File: src/rtl/rcfd_pkg.sv
// Shared types, codes and constants for the radio-control frame channel decoder.
`default_nettype none

package rcfd_pkg;

    // Output value width; the slot data is left-justified into this many bits.
    localparam int VALUE_BITS = 16;
    localparam int SLOTS      = 7;

    localparam logic [2:0]  LAST_SLOT  = 3'(SLOTS - 1);
    localparam logic [15:0] EMPTY_SLOT = 16'hffff;

    // Format codes.
    localparam logic [1:0] FMT_UNKNOWN = 2'd0;
    localparam logic [1:0] FMT_TEN     = 2'd1;
    localparam logic [1:0] FMT_ELEVEN  = 2'd2;

    // Configuration register indexes.
    localparam logic [1:0] CFG_MAX_CHANNELS = 2'd0;
    localparam logic [1:0] CFG_SNIFF_FRAMES = 2'd1;
    localparam logic [1:0] CFG_LOSS_TIMEOUT = 2'd2;

    localparam logic [4:0]  MAX_CHANNELS_RST = 5'd16;
    localparam logic [7:0]  SNIFF_FRAMES_RST = 8'd5;
    localparam logic [31:0] LOSS_TIMEOUT_RST = 32'd1000000;

    // A thirteen-channel count is reported as twelve.
    localparam logic [4:0] COUNT_ODD  = 5'd13;
    localparam logic [4:0] COUNT_SHOW = 5'd12;

    typedef struct packed {
        logic [15:0] slot_word;
        logic [2:0]  slot_index;
        logic [31:0] start_stamp;
    } t_in_item;

    typedef struct packed {
        logic        slot_valid;
        logic [3:0]  out_channel;
        logic [15:0] out_value;
        logic        frame_done;
        logic [4:0]  channel_count;
        logic [1:0]  format_state;
    } t_out_item;

    typedef struct packed {
        logic [4:0]  max_channels;
        logic [7:0]  sniff_frames;
        logic [31:0] loss_timeout_us;
    } t_cfg;

    // True when the mask is one of the known channel-number patterns.
    function automatic logic is_known_mask(input logic [15:0] m);
        logic hit;
        hit = (m == 16'h003f) || (m == 16'h007f) || (m == 16'h00ff) ||
              (m == 16'h01ff) || (m == 16'h03ff) || (m == 16'h1fff) ||
              (m == 16'h3fff);
        return hit;
    endfunction

endpackage

`default_nettype wire

File: src/rtl/rcfd_cfg_regs.sv
// Configuration register file of the frame channel decoder.
`default_nettype none

module rcfd_cfg_regs
    import rcfd_pkg::*;
(
    input  wire logic        i_clk,
    input  wire logic        i_rst_n,
    input  wire logic        i_cfg_valid,
    output logic             o_cfg_ready,
    input  wire logic [1:0]  i_cfg_index,
    input  wire logic [31:0] i_cfg_data,
    output t_cfg             o_cfg
);

    t_cfg r_cfg;
    t_cfg n_cfg;

    assign o_cfg_ready = 1'b1;
    assign o_cfg       = r_cfg;

    always_comb begin
        n_cfg = r_cfg;
        if (i_cfg_valid) begin
            unique case (i_cfg_index)
                CFG_MAX_CHANNELS: n_cfg.max_channels    = i_cfg_data[4:0];
                CFG_SNIFF_FRAMES: n_cfg.sniff_frames    = i_cfg_data[7:0];
                CFG_LOSS_TIMEOUT: n_cfg.loss_timeout_us = i_cfg_data;
                default: ;
            endcase
        end
    end

    always_ff @(posedge i_clk) begin
        if (!i_rst_n) begin
            r_cfg.max_channels    <= MAX_CHANNELS_RST;
            r_cfg.sniff_frames    <= SNIFF_FRAMES_RST;
            r_cfg.loss_timeout_us <= LOSS_TIMEOUT_RST;
        end else begin
            r_cfg <= n_cfg;
        end
    end

endmodule

`default_nettype wire

File: src/rtl/rcfd_slot_core.sv
// Per-slot decode logic and the format detection state.
`default_nettype none

module rcfd_slot_core
    import rcfd_pkg::*;
(
    input  wire logic     i_clk,
    input  wire logic     i_rst_n,
    input  wire t_cfg     i_cfg,
    input  wire logic     i_fire,
    input  wire t_in_item i_item,
    output t_out_item     o_result
);

    logic [15:0] r_mask_ten,  n_mask_ten;
    logic [15:0] r_mask_elv,  n_mask_elv;
    logic [7:0]  r_frames,    n_frames;
    logic [1:0]  r_fmt,       n_fmt;
    logic [31:0] r_prev_time, n_prev_time;
    logic [4:0]  r_run,       n_run;

    logic        first_slot;
    logic        last_slot;
    logic        slot_empty;
    logic [31:0] gap;
    logic        lost;
    logic [1:0]  fmt_eff;
    logic [15:0] mask_ten_upd;
    logic [15:0] mask_elv_upd;
    logic        hit_ten;
    logic        hit_elv;
    logic [3:0]  chan_raw;
    logic [15:0] val_ten;
    logic [15:0] val_elv;
    logic        chan_ok;
    logic [4:0]  chan_plus;

    assign first_slot = (i_item.slot_index == 3'd0);
    assign last_slot  = (i_item.slot_index == LAST_SLOT);
    assign slot_empty = (i_item.slot_word == EMPTY_SLOT);

    // A long silence before a frame drops a known format and restarts detection.
    assign gap     = i_item.start_stamp - r_prev_time;
    assign lost    = first_slot && (gap > i_cfg.loss_timeout_us) && (r_fmt != FMT_UNKNOWN);
    assign fmt_eff = lost ? FMT_UNKNOWN : r_fmt;

    assign mask_ten_upd = (lost ? 16'd0 : r_mask_ten) |
                          (slot_empty ? 16'd0 : (16'd1 << i_item.slot_word[13:10]));
    assign mask_elv_upd = (lost ? 16'd0 : r_mask_elv) |
                          (slot_empty ? 16'd0 : (16'd1 << i_item.slot_word[14:11]));
    assign hit_ten = is_known_mask(mask_ten_upd);
    assign hit_elv = is_known_mask(mask_elv_upd);

    assign chan_raw  = (fmt_eff == FMT_ELEVEN) ? i_item.slot_word[14:11]
                                               : i_item.slot_word[13:10];
    assign chan_ok   = !slot_empty && ({1'b0, chan_raw} < i_cfg.max_channels);
    assign chan_plus = {1'b0, chan_raw} + 5'd1;
    assign val_ten   = 16'({6'd0, i_item.slot_word[9:0]} << (VALUE_BITS - 10));
    assign val_elv   = 16'({5'd0, i_item.slot_word[10:0]} << (VALUE_BITS - 11));

    always_comb begin
        n_mask_ten  = lost ? 16'd0 : r_mask_ten;
        n_mask_elv  = lost ? 16'd0 : r_mask_elv;
        n_frames    = lost ? 8'd0 : r_frames;
        n_fmt       = fmt_eff;
        n_prev_time = first_slot ? i_item.start_stamp : r_prev_time;
        n_run       = first_slot ? 5'd0 : r_run;
        o_result    = '0;

        if (fmt_eff == FMT_UNKNOWN) begin
            n_mask_ten = mask_ten_upd;
            n_mask_elv = mask_elv_upd;
            if (last_slot) begin
                o_result.frame_done = 1'b1;
                if (n_frames < i_cfg.sniff_frames) begin
                    n_frames = n_frames + 8'd1;
                end else if (hit_elv && !hit_ten) begin
                    n_fmt = FMT_ELEVEN;
                end else if (hit_ten && !hit_elv) begin
                    n_fmt = FMT_TEN;
                end else begin
                    n_mask_ten = '0;
                    n_mask_elv = '0;
                    n_frames   = '0;
                end
            end
        end else begin
            if (chan_ok) begin
                if (chan_plus > n_run) begin
                    n_run = chan_plus;
                end
                o_result.slot_valid = 1'b1;
                o_result.out_value  = (fmt_eff == FMT_ELEVEN) ? val_elv : val_ten;
                case (chan_raw)
                    4'd0:    o_result.out_channel = 4'd2;
                    4'd1:    o_result.out_channel = 4'd0;
                    4'd2:    o_result.out_channel = 4'd1;
                    default: o_result.out_channel = chan_raw;
                endcase
            end
            if (last_slot) begin
                o_result.frame_done    = 1'b1;
                o_result.channel_count = (n_run == COUNT_ODD) ? COUNT_SHOW : n_run;
            end
        end
        o_result.format_state = n_fmt;
    end

    always_ff @(posedge i_clk) begin
        if (!i_rst_n) begin
            r_mask_ten  <= '0;
            r_mask_elv  <= '0;
            r_frames    <= '0;
            r_fmt       <= FMT_UNKNOWN;
            r_prev_time <= '0;
            r_run       <= '0;
        end else if (i_fire) begin
            r_mask_ten  <= n_mask_ten;
            r_mask_elv  <= n_mask_elv;
            r_frames    <= n_frames;
            r_fmt       <= n_fmt;
            r_prev_time <= n_prev_time;
            r_run       <= n_run;
        end
    end

    // The format is only ever decided on the last slot of a frame.
    a_decide_on_last: assert property (@(posedge i_clk) disable iff (!i_rst_n)
        (i_fire && r_fmt == FMT_UNKNOWN && n_fmt != FMT_UNKNOWN) |-> last_slot)
        else $error("format decided on a slot other than the last");

    // The running count never exceeds the widest channel space.
    a_run_bound: assert property (@(posedge i_clk) disable iff (!i_rst_n)
        r_run <= 5'd16)
        else $error("running channel count out of range");

    // While detecting, no slot yields a channel value.
    a_guess_silent: assert property (@(posedge i_clk) disable iff (!i_rst_n)
        (i_fire && fmt_eff == FMT_UNKNOWN) |-> !o_result.slot_valid)
        else $error("channel value produced during format detection");

endmodule

`default_nettype wire

File: src/rtl/rc_frame_channel_decoder.sv
// Top level of the radio-control frame channel decoder: slot and result registers.
//
//  Channel  Direction  Handshake                 Payload
//  in       input      i_in_valid / o_in_stall   i_in_data  (t_in_item)
//  out      output     o_out_valid / i_out_stall o_out_data (t_out_item)
//  cfg      input      i_cfg_valid / o_cfg_ready i_cfg_index, i_cfg_data
//
// A slot transfer is registered in the slot register, decoded combinationally and lands
// in the result register. One slot is accepted every cycle unless the output stalls;
// the limit is the single decode stage.
// Reset is synchronous and restores the register defaults and unknown format.
// A stalled output holds its result; the slot register then fills and stalls the input.
`default_nettype none

module rc_frame_channel_decoder
    import rcfd_pkg::*;
(
    input  wire logic        i_clk,
    input  wire logic        i_rst_n,
    input  wire logic        i_in_valid,
    output logic             o_in_stall,
    input  wire t_in_item    i_in_data,
    output logic             o_out_valid,
    input  wire logic        i_out_stall,
    output t_out_item        o_out_data,
    input  wire logic        i_cfg_valid,
    output logic             o_cfg_ready,
    input  wire logic [1:0]  i_cfg_index,
    input  wire logic [31:0] i_cfg_data
);

    t_cfg      cfg;
    t_out_item core_result;

    logic      r_s1_valid;
    t_in_item  r_s1_item;
    logic      r_out_valid;
    t_out_item r_out_data;

    logic      out_free;
    logic      s1_adv;
    logic      in_fire;

    assign out_free   = !r_out_valid || !i_out_stall;
    assign s1_adv     = r_s1_valid && out_free;
    assign o_in_stall = r_s1_valid && !out_free;
    assign in_fire    = i_in_valid && !o_in_stall;

    assign o_out_valid = r_out_valid;
    assign o_out_data  = r_out_data;

    rcfd_cfg_regs u_cfg (
        .i_clk       (i_clk),
        .i_rst_n     (i_rst_n),
        .i_cfg_valid (i_cfg_valid),
        .o_cfg_ready (o_cfg_ready),
        .i_cfg_index (i_cfg_index),
        .i_cfg_data  (i_cfg_data),
        .o_cfg       (cfg)
    );

    rcfd_slot_core u_core (
        .i_clk    (i_clk),
        .i_rst_n  (i_rst_n),
        .i_cfg    (cfg),
        .i_fire   (s1_adv),
        .i_item   (r_s1_item),
        .o_result (core_result)
    );

    always_ff @(posedge i_clk) begin
        if (!i_rst_n) begin
            r_s1_valid  <= 1'b0;
            r_out_valid <= 1'b0;
        end else begin
            if (in_fire) begin
                r_s1_valid <= 1'b1;
            end else if (s1_adv) begin
                r_s1_valid <= 1'b0;
            end
            if (s1_adv) begin
                r_out_valid <= 1'b1;
            end else if (out_free) begin
                r_out_valid <= 1'b0;
            end
        end
    end

    always_ff @(posedge i_clk) begin
        if (in_fire) begin
            r_s1_item <= i_in_data;
        end
        if (s1_adv) begin
            r_out_data <= core_result;
        end
    end

    // The input only stalls while a slot is held behind a stalled result.
    a_stall_needs_slot: assert property (@(posedge i_clk) disable iff (!i_rst_n)
        o_in_stall |-> (r_s1_valid && r_out_valid && i_out_stall))
        else $error("input stalled with room in the pipeline");

    // A reported channel count is never thirteen.
    a_count_fold: assert property (@(posedge i_clk) disable iff (!i_rst_n)
        o_out_valid |-> (o_out_data.channel_count != COUNT_ODD))
        else $error("channel count of thirteen reported");

    // Only a last-slot result carries a channel count.
    a_count_on_done: assert property (@(posedge i_clk) disable iff (!i_rst_n)
        (o_out_valid && !o_out_data.frame_done) |-> (o_out_data.channel_count == 5'd0))
        else $error("channel count outside frame end");

endmodule

`default_nettype wire
File: config.mk
export PLATFORM = sky130hd
export DESIGN_NAME = rc_frame_channel_decoder
export DESIGN_NICKNAME = d
export VERILOG_FILES = /design/src/rtl/rcfd_pkg.sv /design/src/rtl/rcfd_cfg_regs.sv /design/src/rtl/rcfd_slot_core.sv /design/src/rtl/rc_frame_channel_decoder.sv
export SDC_FILE = /design/constraint.sdc
export NUM_CORES = 1
export LEC_CHECK = 0
export BUFFER_PORTS_ARGS = -buffer_cell sky130_fd_sc_hd__buf_2
export CORE_UTILIZATION = 37
export CTS_CLUSTER_SIZE = 8
export DETAILED_ROUTE_END_ITERATION = 8
export PLACE_DENSITY_LB_ADDON = 0.1
export SYNTH_ARGS = -nofsm -noshare
export SYNTH_HDL_FRONTEND = slang
export SYNTH_HIERARCHICAL = 1
export SYNTH_SLANG_ARGS = --single-unit
File: constraint.sdc
create_clock -name i_clk -period 8.5 [get_ports i_clk]
set_clock_uncertainty 0.2 [all_clocks]
set_input_delay 0 -clock i_clk [delete_from_list [all_inputs] [get_ports i_clk]]
set_output_delay 0 -clock i_clk [all_outputs]
set_load 0.05 [all_outputs]
==> results of run 1 <==
## cells by family (layout without fill, tap and decap cells)
kind of cell,Yosys count,after routing
XOR/XNOR,33,33
adder cells (fa/ha/maj),78,78
buffers and inverters,165,451
AND/OR/NAND/NOR,406,406
multiplexers,39,39
AO/OA/AOI/OAI,294,294
flip-flops,206,206
other,2,6
## repair_timing
item                                    in CTS  in global routing
hold buffers                               160                  0
gates resized for setup                      0                  3
setup buffers                                0                  3
endpoints found under the setup margin       0                 26
hold endpoints to repair                   147                  0
## final cells by class
cell class	instances	area, sq um
clock buffer	50	805
fill	2840	15200
inverter	104	390
multi-input combinational	856	5690
sequential	206	4920
tap	390	488
timing repair buffer	297	2330
## where the power goes
part	total, uW	switching (uW)	internal [uW]
clock	1050	420	629
combinational	363	198	165
sequential	1090	22.9	1060
total	2500	640	1860
## flip-flops by register name (all words and copies together), names as in the netlist
register            count
o_out_data             29
o_out_valid             1
r_s1_item              51
r_s1_valid              1
u_cfg/o_cfg            45
u_core/r_fmt            2
u_core/r_frames         8
u_core/r_mask_elv      16
u_core/r_mask_ten      16
u_core/r_prev_time     32
u_core/r_run            5
## through the flow
step	total power (uW)	utilization (%)	cell area (sq um)	setup slack, ns	hold WS [ns]
2_1_floorplan	1330	-	11300	1.37	-0.101
3_3_place_gp	1410	40.9	12200	0.507	-0.0237
3_5_place_dp	1410	40.9	12200	0.253	-0.0219
4_1_cts	2540	49.0	14600	0.182	0.0310
5_1_grt	2620	49.1	14600	0.00578	0.0608
6_report	2500	49.1	14600	0.750	0.0599
## worst min-delay path by stage
stage / endpoint / cells past startpoint
after floorplan: r_s1_item[0] / 0
after global placement: r_s1_item[9] / 1
after detailed placement: r_s1_item[27] / 1
after CTS: u_cfg/o_cfg[8] / 4
after global routing: u_cfg/o_cfg[15] / 4
final: u_cfg/o_cfg[10] / 4
## worst register-to-register path: cells and delay by family, from the launching register on
family                   cells  cell delay (ns)
flip-flops                   1             0.38
AO/OA/AOI/OAI               18             3.70
adder cells (fa/ha/maj)      4             1.05
buffers and inverters        4             0.47
XOR/XNOR                     1             0.14
AND/OR/NAND/NOR              7             1.63
## per-layer routing
layer,vias to the layer above,part of all wire [%],global-route usage [%]
met5,-,0,0
met1,4401,47,25.4
li1,4865,-,-
met3,53,3.0,2.35
met2,174,47,31.8
met4,0,3.1,6.47
## synth_stat cells (all sizes together), types with 3 or more instances
master,n,area share [%]
a2111oi,3,0.23
a211oi,8,0.58
a21boi,38,2.6
a21o,25,1.7
a21oi,81,3.7
a22o,18,1.4
a31o,3,0.31
a31oi,8,0.44
a32oi,4,0.31
and2,11,0.63
and3,11,0.66
and3b,5,0.39
and4,3,0.23
buf,20,1.3
clkbuf,41,1.4
dfxtp,126,22
edfxtp,80,21
ha,77,8.6
inv,103,3.4
mux2i,38,3.4
nand2,211,7.0
nand2b,8,0.44
nand3,31,1.5
nand4,14,0.89
nand4b,10,0.78
nor2,46,1.5
nor2b,10,0.56
nor3,19,0.84
nor3b,5,0.33
nor4,8,0.56
o211ai,15,1.0
o21a,10,0.67
o21ai,37,1.7
o21bai,6,0.40
o2bb2ai,15,1.2
o31ai,5,0.33
o32ai,3,0.23
or2,5,0.28
or3,5,0.28
xnor2,24,1.9
xor2,9,0.70
==> results.py, run 1 <==
metrics = {
    "place": {
        "number_of_placed_instances_taps_included": 1690,
        "port-buffer-count": 120,
        "placer_congestion_estimate": 0.825,
        "dp_hpwl_um": 19600,
    },
    "setup_path": {
        "cp-start-kind": "flop",
        "worst_r2r_endpoint": "o_out_data[2]",
        "crit_buf_inv": 4,
        "slowest_delay_ns": 0.55,
        "timing.setup.critical_path_class": "flop to flop",
        "timing.critical_path.slowest_stage_cell": "nor4_1",
        "regToRegStartpoint": "r_s1_item[0]",
        "kind_of_end_point_of_the_critical_path": "flop",
        "delay_heaviest_family_cp": "compound AO/OA/AOI/OAI gates",
        "timing.critical_path.depth": 34,
        "ff2ff_path_depth": 34,
        "path_max_fanout": 10,
        "cp_data_arrival_time_ns": 7.89,
        "endpoint": "o_out_data[2]",
        "regToRegSetupSlack_ns": 0.75,
        "crit_start": "r_s1_item[0]",
        "worst-endpoint-required_ns": 8.64,
    },
    "layout": {
        "layout_commonest_cell": "nand2_1",
        "synthToLayoutAreaGrowth_pct": 29.9,
        "layout.nets": 1662,
        "n_antenna_cell": 0,
        "final_standard_cell_count_with_taps_included_and_fillers_excluded": 1903,
        "layout.cells.most_common_list": "211 x nand2_1, 160 x dlygate4sd3_1, 126 x dfxtp_1",
        "layout-drive-gt1-share_pct": 12.9,
    },
    "sta": {
        "finalMaxSlewViolations": 0,
        "finalCritPeriodShare_pct": 91.2,
        "timing.fmax_ghz": 0.129,
        "worst_pin_slew_ns": 1.07,
        "post-route-min-period_ns": 7.75,
        "maxSlewHeadroom_pct": 28.9,
        "setup_repair_after_global_routing_missed_its_margin": "no",
        "timing.final.hold_violations": 0,
        "fin_setup_tns_ns": 0,
        "setup_violations": 0,
    },
    "floorplan": {
        "floorplan.die_area_sq_mm": 0.0311,
        "chipWidth_um": 176,
        "io_pins": 122,
        "die_height_um": 176,
        "floorplan.initialDensity_pct": 37.8,
        "std_cell_rows": 63,
        "core_footprint_sq_mm": 0.0298,
    },
    "clocking": {
        "tritoncts_num_sinks": 206,
        "worst_skew_pair.late_latency_ns": 0.54,
        "clk_root_buffer_cell": "clkbuf_16",
        "cts_htree_levels": 1,
        "path_clk_slew_ns": 0.05,
        "cts_tree": "done",
        "cts.path.max_buffers": 3,
        "inserted_clock_buffers": 29,
    },
    "synth": {
        "library_cells_used_by_synthesis": 73,
        "synth-edff-count": 80,
        "synthXorXnorAreaFrac_pct": 2.57,
        "sequential_share_of_the_synthesized_area_pct": 43.7,
        "yosys_warnings": 6,
        "yosys_register_bits": 206,
        "yosys_most_used_dff": "dfxtp_1",
        "synth_simple_gate_area_share_pct": 17.2,
        "mappedNetlistArea_sq_mm": 0.0113,
        "muxShareOfSynthArea_pct": 3.48,
        "synthesis.instances": 1223,
        "async_reset_ff_share_pct": 0,
        "synth.avg_cell_area_sq_um": 9.21,
        "post_synth_fa_ha_maj_area_fraction_pct": 8.74,
        "dominant_combinational_cell_family_by_area_after_synthesis": "compound AO/OA/AOI/OAI gates",
        "synth_compound_area_share_pct": 18.0,
    },
    "global_route": {
        "grt_remaining_overflow": 0,
        "antenna_found_initial": 0,
        "grt_util_all_layers_pct": 19.1,
        "wire_length_of_the_first_global_routing_pass_um": 47800,
        "grt_max_degree": 89,
        "first_global_vias": 9332,
    },
    "drt": {
        "detailroute.via_count": 9493,
        "ant_nets": 0,
        "drt_iter0_markers": 537,
        "wirelength_routed_um": 29400,
        "drc": 0,
        "wl_per_cell_um": 15.5,
        "drt-pass1-iter-count": 5,
        "route.detailed.vias_per_inst": 4.99,
    },
    "min_path": {
        "min_from": "i_cfg_data[10]",
        "class_of_the_tightest_hold_or_removal_check": "primary input to flop",
    },
    "run_status": {
        "outcome": "finished, final reports clean",
    },
    "power": {
        "static-leakage-power_uw": 0.00581,
        "power.density_mw_per_mm2": 171,
        "max-vdd-ir-drop_mv": 0.136,
    },
    "run": {
        "cap_viol_max_count": 0,
    },
}
(Power assumes the default switching activity.)
==> run 2: changes to the inputs <==
Settings changed: CORE_UTILIZATION 37 to 60, SLEW_MARGIN set to 20.
==> run 2 against run 1 <==
Count of clock-buffer cells in the layout rose by 1; clock power barely moved; register-to-register slack got worse by 0.20 ns; critical path depth rose by 1; first-iteration DRC count rose by 57%; critical path type unchanged.
==> results.py, run 2 (same netlist as run 1, synthesis figures left out) <==
metrics = {
    "run": {
        "cap_viol_max_count": 0,
    },
    "layout": {
        "final_core_util_pct": 80.4,
        "layout_commonest_cell": "nand2_1",
        "fillers": 1160,
        "synthToLayoutAreaGrowth_pct": 29.7,
        "top_register": "r_s1_item",
        "n_antenna_cell": 0,
        "final_standard_cell_count_with_taps_included_and_fillers_excluded": 1753,
        "layout.nets": 1671,
        "number_of_flip_flops_under_the_largest_register_name": 51,
        "layout-drive-gt1-share_pct": 12.3,
        "layout.cells.most_common_list": "211 x nand2_1, 178 x dlygate4sd3_1, 126 x dfxtp_1",
    },
    "setup_path": {
        "timing.critical_path.slowest_stage_cell": "a221oi_2",
        "path_max_fanout": 19,
        "ff2ff_path_depth": 35,
        "timing.setup.critical_path_class": "flop to flop",
        "regToRegSetupSlack_ns": 0.54,
        "cp-start-kind": "flop",
        "worst_r2r_endpoint": "o_out_data[2]",
        "slowest_delay_ns": 0.44,
        "delay_heaviest_family_cp": "compound AO/OA/AOI/OAI gates",
        "regToRegStartpoint": "r_s1_item[0]",
        "cp_data_arrival_time_ns": 8.09,
        "crit_buf_inv": 4,
        "crit_start": "r_s1_item[0]",
        "kind_of_end_point_of_the_critical_path": "flop",
        "worst-endpoint-required_ns": 8.64,
    },
    "power": {
        "net-switching-power_uw": 655,
        "static-leakage-power_uw": 0.00587,
        "p_clk_share_pct": 41.8,
        "power_frac_comb_pct": 14.9,
        "power.share.sequential_pct": 43.2,
        "design_power_total_uw": 2520,
        "max-vdd-ir-drop_mv": 0.165,
        "power.density_mw_per_mm2": 173,
        "sw_frac_of_total_pct": 26.0,
        "cell_internal_power_uw": 1870,
    },
    "clocking": {
        "path_clk_slew_ns": 0.05,
        "cts.path.max_buffers": 3,
        "post-cts-setup-buffer-count": 0,
        "inserted_clock_buffers": 29,
        "cts_tree": "done",
        "cts_htree_levels": 1,
        "worst_skew_pair.late_latency_ns": 0.54,
        "clk_root_buffer_cell": "clkbuf_16",
        "tritoncts_num_sinks": 206,
    },
    "drt": {
        "ant_nets": 0,
        "detailroute.via_count": 10300,
        "route.detailed.vias_per_inst": 5.87,
        "drt_iter0_markers": 841,
        "drc": 0,
        "drt-pass1-iter-count": 7,
        "wl_per_cell_um": 17.8,
        "wirelength_routed_um": 31200,
    },
    "floorplan": {
        "io_pins": 122,
        "std_cell_rows": 49,
        "chipWidth_um": 139,
        "floorplan.die_area_sq_mm": 0.0193,
        "floorplan.initialDensity_pct": 62.0,
        "core_footprint_sq_mm": 0.0181,
        "die_height_um": 139,
    },
    "global_route": {
        "wire_length_of_the_first_global_routing_pass_um": 50400,
        "first_global_vias": 10300,
        "grt_max_degree": 77,
        "antenna_found_initial": 0,
        "grt_remaining_overflow": 0,
        "grt_util_all_layers_pct": 32.1,
    },
    "run_status": {
        "outcome": "finished, final reports clean",
    },
    "sta": {
        "setup_violations": 0,
        "finalWorstSetupSlack_ns": 0.545,
        "finalMaxSlewViolations": 0,
        "timing.fmax_ghz": 0.126,
        "maxSlewHeadroom_pct": 29.5,
        "worst_pin_slew_ns": 1.06,
        "fin_setup_tns_ns": 0,
        "post-route-min-period_ns": 7.96,
        "finalCritPeriodShare_pct": 93.6,
        "timing.final.hold_violations": 0,
    },
    "place": {
        "placer_congestion_estimate": 0.902,
        "number_of_placed_instances_taps_included": 1523,
        "port-buffer-count": 120,
        "dp_hpwl_um": 17400,
        "placement_setup_slack_ns": 0.618,
    },
    "min_path": {
        "class_of_the_tightest_hold_or_removal_check": "primary input to flop",
        "min_from": "i_cfg_data[11]",
        "holdPathEnd": "u_cfg/o_cfg[11]",
        "holdPathStages": 4,
    },
}
## run 2: power by group through the flow
stage                     logic (uW)  clock network, uW  registers [uW]
after detailed placement         296                  0            1110
final                            377               1050            1090
after CTS                        356               1060            1090
after global routing             410               1110            1090
after floorplan                  209                  0            1120
after global placement           290                  0            1110
## run 2: routing by layer
metal	track usage, %	up-vias	wire (um)
met5	0	-	0
li1	-	4887	-
met2	54.7	445	14900
met1	41.0	4857	13300
met4	12.8	0	978
met3	4.90	94	2020
## run 2: how the worst max path moves through the flow
stage / end / cells past startpoint / slack (ns)
floorplan: o_out_data[16] / 35 / 1.37
global placement: u_core/r_run[3] / 34 / 0.78
detailed placement: o_out_data[2] / 34 / 0.62
CTS: o_out_data[2] / 34 / 0.56
global route: o_out_data[2] / 35 / -0.03
finish: o_out_data[2] / 35 / 0.54
## run 2: repair_timing
item	in CTS	in global routing
hold buffers	178	0
hold endpoints to repair	145	0
resized for setup	0	8
setup endpoints to repair	0	7
## run 2: per-stage QoR
stage                     instance area, sq um  hold slack [ns]
after floorplan                          11300           -0.101
after global placement                   11900          -0.0236
after detailed placement                 11900          -0.0219
after CTS                                14500           0.0524
after global routing                     14600           0.0998
final                                    14600           0.0821
## run 2: final cells by class
type / instances / area [sq um] / area share [%]
Tap cell: 229 / 287 / 1.96
Clock buffer: 51 / 808 / 5.54
Clock inverter: 1 / 8.76 / 0.0600
Inverter: 104 / 390 / 2.67
Timing Repair Buffer: 306 / 2440 / 16.7
Sequential cell: 206 / 4920 / 33.7
Multi-Input combinational cell: 856 / 5730 / 39.3
## run 2: worst reg2reg max path: cells and delay by family, from the launching register on
kind            cells  cell delay [ns]
xor+xnor            1             0.09
buf+inv             4             0.60
flops               1             0.38
simple gates        9             1.79
fa+ha+maj           4             1.19
compound gates     17             3.52
==> run 3: changes to the inputs <==
Settings changed: ABC_AREA set to 1.
==> run 3 against run 2 <==
The run now ends with hold timing left; utilization down 3.4 points; flip-flop and latch count stayed put; register-to-register slack improved by 0.64 ns; first-iteration DRC count fell by 12%; via count is 11% higher; clock power barely moved; routed wire length fell by 1.1%; sequential share of layout area decreased by 0.91 points; critical path depth grew 4; global-route usage fell by 1.8 points; sequential power is essentially flat; non-clock buffer count is 18 lower; critical endpoint unchanged; largest cell class unchanged.
==> results.py, run 3 <==
metrics = {
    "setup_path": {
        "regToRegSetupSlack_ns": 1.18,
        "worst-endpoint-required_ns": 8.59,
        "crit_buf_inv": 3,
        "endpoint": "o_out_data[2]",
        "critical_path.most_common_cell": "nand2_1",
        "worst_r2r_endpoint": "o_out_data[2]",
        "timing.critical_path.depth": 39,
        "timing.setup.critical_path_class": "flop to flop",
        "cp_data_arrival_time_ns": 7.40,
        "ff2ff_path_depth": 39,
        "slowest_delay_ns": 0.40,
        "timing.critical_path.slowest_stage_cell": "edfxtp_1",
        "kind_of_end_point_of_the_critical_path": "flop",
        "delay_heaviest_family_cp": "simple AND/OR/NAND/NOR gates",
        "crit_start": "r_s1_item[2]",
        "cp-start-kind": "flop",
        "regToRegStartpoint": "r_s1_item[2]",
        "path_max_fanout": 14,
    },
    "sta": {
        "worst_pin_slew_ns": 1.02,
        "final.hold.worst_slack_ns": -0.00654,
        "timing.fmax_ghz": 0.137,
        "maxSlewHeadroom_pct": 31.5,
        "post-route-min-period_ns": 7.32,
        "finalCritPeriodShare_pct": 86.1,
        "finalMaxSlewViolations": 0,
        "fin_setup_tns_ns": 0,
        "setup_violations": 0,
        "setup_repair_after_global_routing_missed_its_margin": "no",
        "timing.final.hold_violations": 1,
    },
    "layout": {
        "layout_commonest_cell": "nand2_1",
        "layout-drive-gt1-share_pct": 10.2,
        "synthToLayoutAreaGrowth_pct": 25.9,
        "layout.nets": 2035,
        "stdcell_area_sq_mm": 0.0150,
        "n_antenna_cell": 0,
        "number_of_flip_flops_under_the_largest_register_name": 51,
        "fillers": 1373,
        "top_register": "r_s1_item",
        "layout.cells.most_common_list": "365 x nand2_1, 243 x inv_1, 165 x nor2_1",
        "final_core_util_pct": 77.1,
    },
    "clocking": {
        "cts_tree": "done",
        "cts-resized-gates": 0,
        "worst_skew_pair.late_latency_ns": 0.53,
        "cts.path.max_buffers": 3,
        "cts_htree_levels": 1,
        "tritoncts_num_sinks": 206,
        "inserted_clock_buffers": 29,
        "clk_root_buffer_cell": "clkbuf_16",
        "path_clk_slew_ns": 0.05,
    },
    "synth": {
        "yosys_warnings": 6,
        "async_reset_ff_share_pct": 0,
        "synth_top_cells_by_count": "366 x nand2_1, 244 x inv_1, 165 x nor2_1",
        "dominant_cell_by_count_in_the_synthesized_netlist": "nand2_1",
        "yosys_register_bits": 206,
        "synth_top_cells_by_area": "dfxtp_1 21%, edfxtp_1 20%, nand2_1 12%",
        "synth.avg_cell_area_sq_um": 7.42,
        "sequential_share_of_the_synthesized_area_pct": 41.3,
        "synth_area_leader_cell": "dfxtp_1",
        "synth_top_area_share_pct": 21.2,
        "synthesis.instances": 1607,
        "yosys_most_used_dff": "dfxtp_1",
        "library_cells_used_by_synthesis": 46,
        "synth-edff-count": 80,
        "mappedNetlistArea_sq_mm": 0.0119,
    },
    "run": {
        "cap_viol_max_count": 0,
    },
    "global_route": {
        "antenna_found_initial": 0,
        "grt_remaining_overflow": 0,
        "grt_util_all_layers_pct": 30.3,
        "first_global_vias": 10800,
        "grt_max_degree": 77,
        "wire_length_of_the_first_global_routing_pass_um": 49900,
    },
    "floorplan": {
        "std_cell_rows": 51,
        "floorplan.initialDensity_pct": 61.2,
        "die_height_um": 143,
        "core_footprint_sq_mm": 0.0195,
        "io_pins": 122,
        "floorplan.die_area_sq_mm": 0.0204,
        "chipWidth_um": 143,
    },
    "power": {
        "max-vdd-ir-drop_mv": 0.172,
        "design_power_total_uw": 2710,
        "power.density_mw_per_mm2": 181,
        "static-leakage-power_uw": 0.00704,
    },
    "run_status": {
        "violated_checks": "hold timing",
        "outcome": "finished, violations left",
    },
    "min_path": {
        "class_of_the_tightest_hold_or_removal_check": "primary input to flop",
    },
    "drt": {
        "drt_iter0_markers": 736,
        "ant_nets": 0,
        "detailroute.via_count": 11400,
        "wirelength_routed_um": 30900,
        "wl_per_cell_um": 14.3,
        "drt-pass1-iter-count": 6,
        "drc": 0,
        "route.detailed.vias_per_inst": 5.30,
    },
    "place": {
        "dp_hpwl_um": 18100,
        "dpl_cell_area_sq_mm": 0.0126,
        "port-buffer-count": 120,
        "placer_congestion_estimate": 0.953,
    },
}
[run 3: changes by cell type in the layout (fill, tap and decap cells not counted), moves of 33 or more]
cell,change
a21boi_0,-33
a21oi_1,+65
inv_1,+140
mux2i_1,-38
nand2_1,+154
nand3_1,+47
nor2_1,+120
o21ai_0,+83
[run 3: stage by stage]
stage / std cells / setup WS (ns)
6_report: 2152 / 1.18
5_1_grt: 2152 / 0.441
3_3_place_gp: 1942 / 1.57
3_5_place_dp: 1942 / 1.34
2_1_floorplan: 1611 / 2.65
4_1_cts: 2152 / 1.30
[run 3: layer usage]
metal	wire, um	vias to the layer above	global-route usage [%]
met1	12900	5201	36.7
met2	15300	401	53.7
li1	-	5715	-
met4	1160	0	13.7
met5	0	-	0
met3	1500	81	3.82
[run 3: logic make-up (layout without fill, tap and decap cells)]
group	after synthesis	count (layout)	share of synthesized area (%)
buffers and inverters	315	591	10.9
XOR/XNOR	31	31	2.28
other	2	6	0.0630
AND/OR/NAND/NOR	657	657	22.9
AO/OA/AOI/OAI	318	318	14.2
flip-flops	206	206	41.3
adder cells (fa/ha/maj)	78	78	8.25
[run 3: how the worst min path moves through the flow]
stage | start | to | cells after the start
after floorplan | i_in_data[0] | r_s1_item[0] | 0
after global placement | i_in_data[28] | r_s1_item[28] | 1
after detailed placement | i_in_data[15] | r_s1_item[15] | 1
after CTS | i_in_data[50] | r_s1_item[50] | 2
after global routing | i_in_data[50] | r_s1_item[50] | 2
final | i_in_data[50] | r_s1_item[50] | 2
[run 3: timing repair]
item	4_1_cts	5_1_grt
hold endpoints to repair	170	0
hold buffers	159	0
setup buffers	0	0
endpoints found under the setup margin	0	0
[run 3: layout make-up]
class                   count  area (sq um)  share of cell area (%)
clock buffers              51           818                    5.46
repair buffers            288          2260                    15.1
flip-flops and latches    206          4920                    32.8
inverters                 252           948                    6.32
well taps                 265           332                    2.21
multi-input cells        1090          5720                    38.1
[run 3: where the power goes]
part	total, uW	leakage (uW)	internal (uW)	switching [uW]
clock	1060	0.000389	639	420
combinational	540	0.00483	213	327
sequential	1110	0.00181	1080	30.2
total	2710	0.00704	1940	777
[run 3: worst reg2reg max path, delay by kind of cell (launching register included)]
kind	cells	cell delay, ns
buffers and inverters	3	0.53
DFF	1	0.40
adders and majority gates	3	0.95
and+or+nand+nor	22	2.62
AOI/OAI and AO/OA	11	2.36
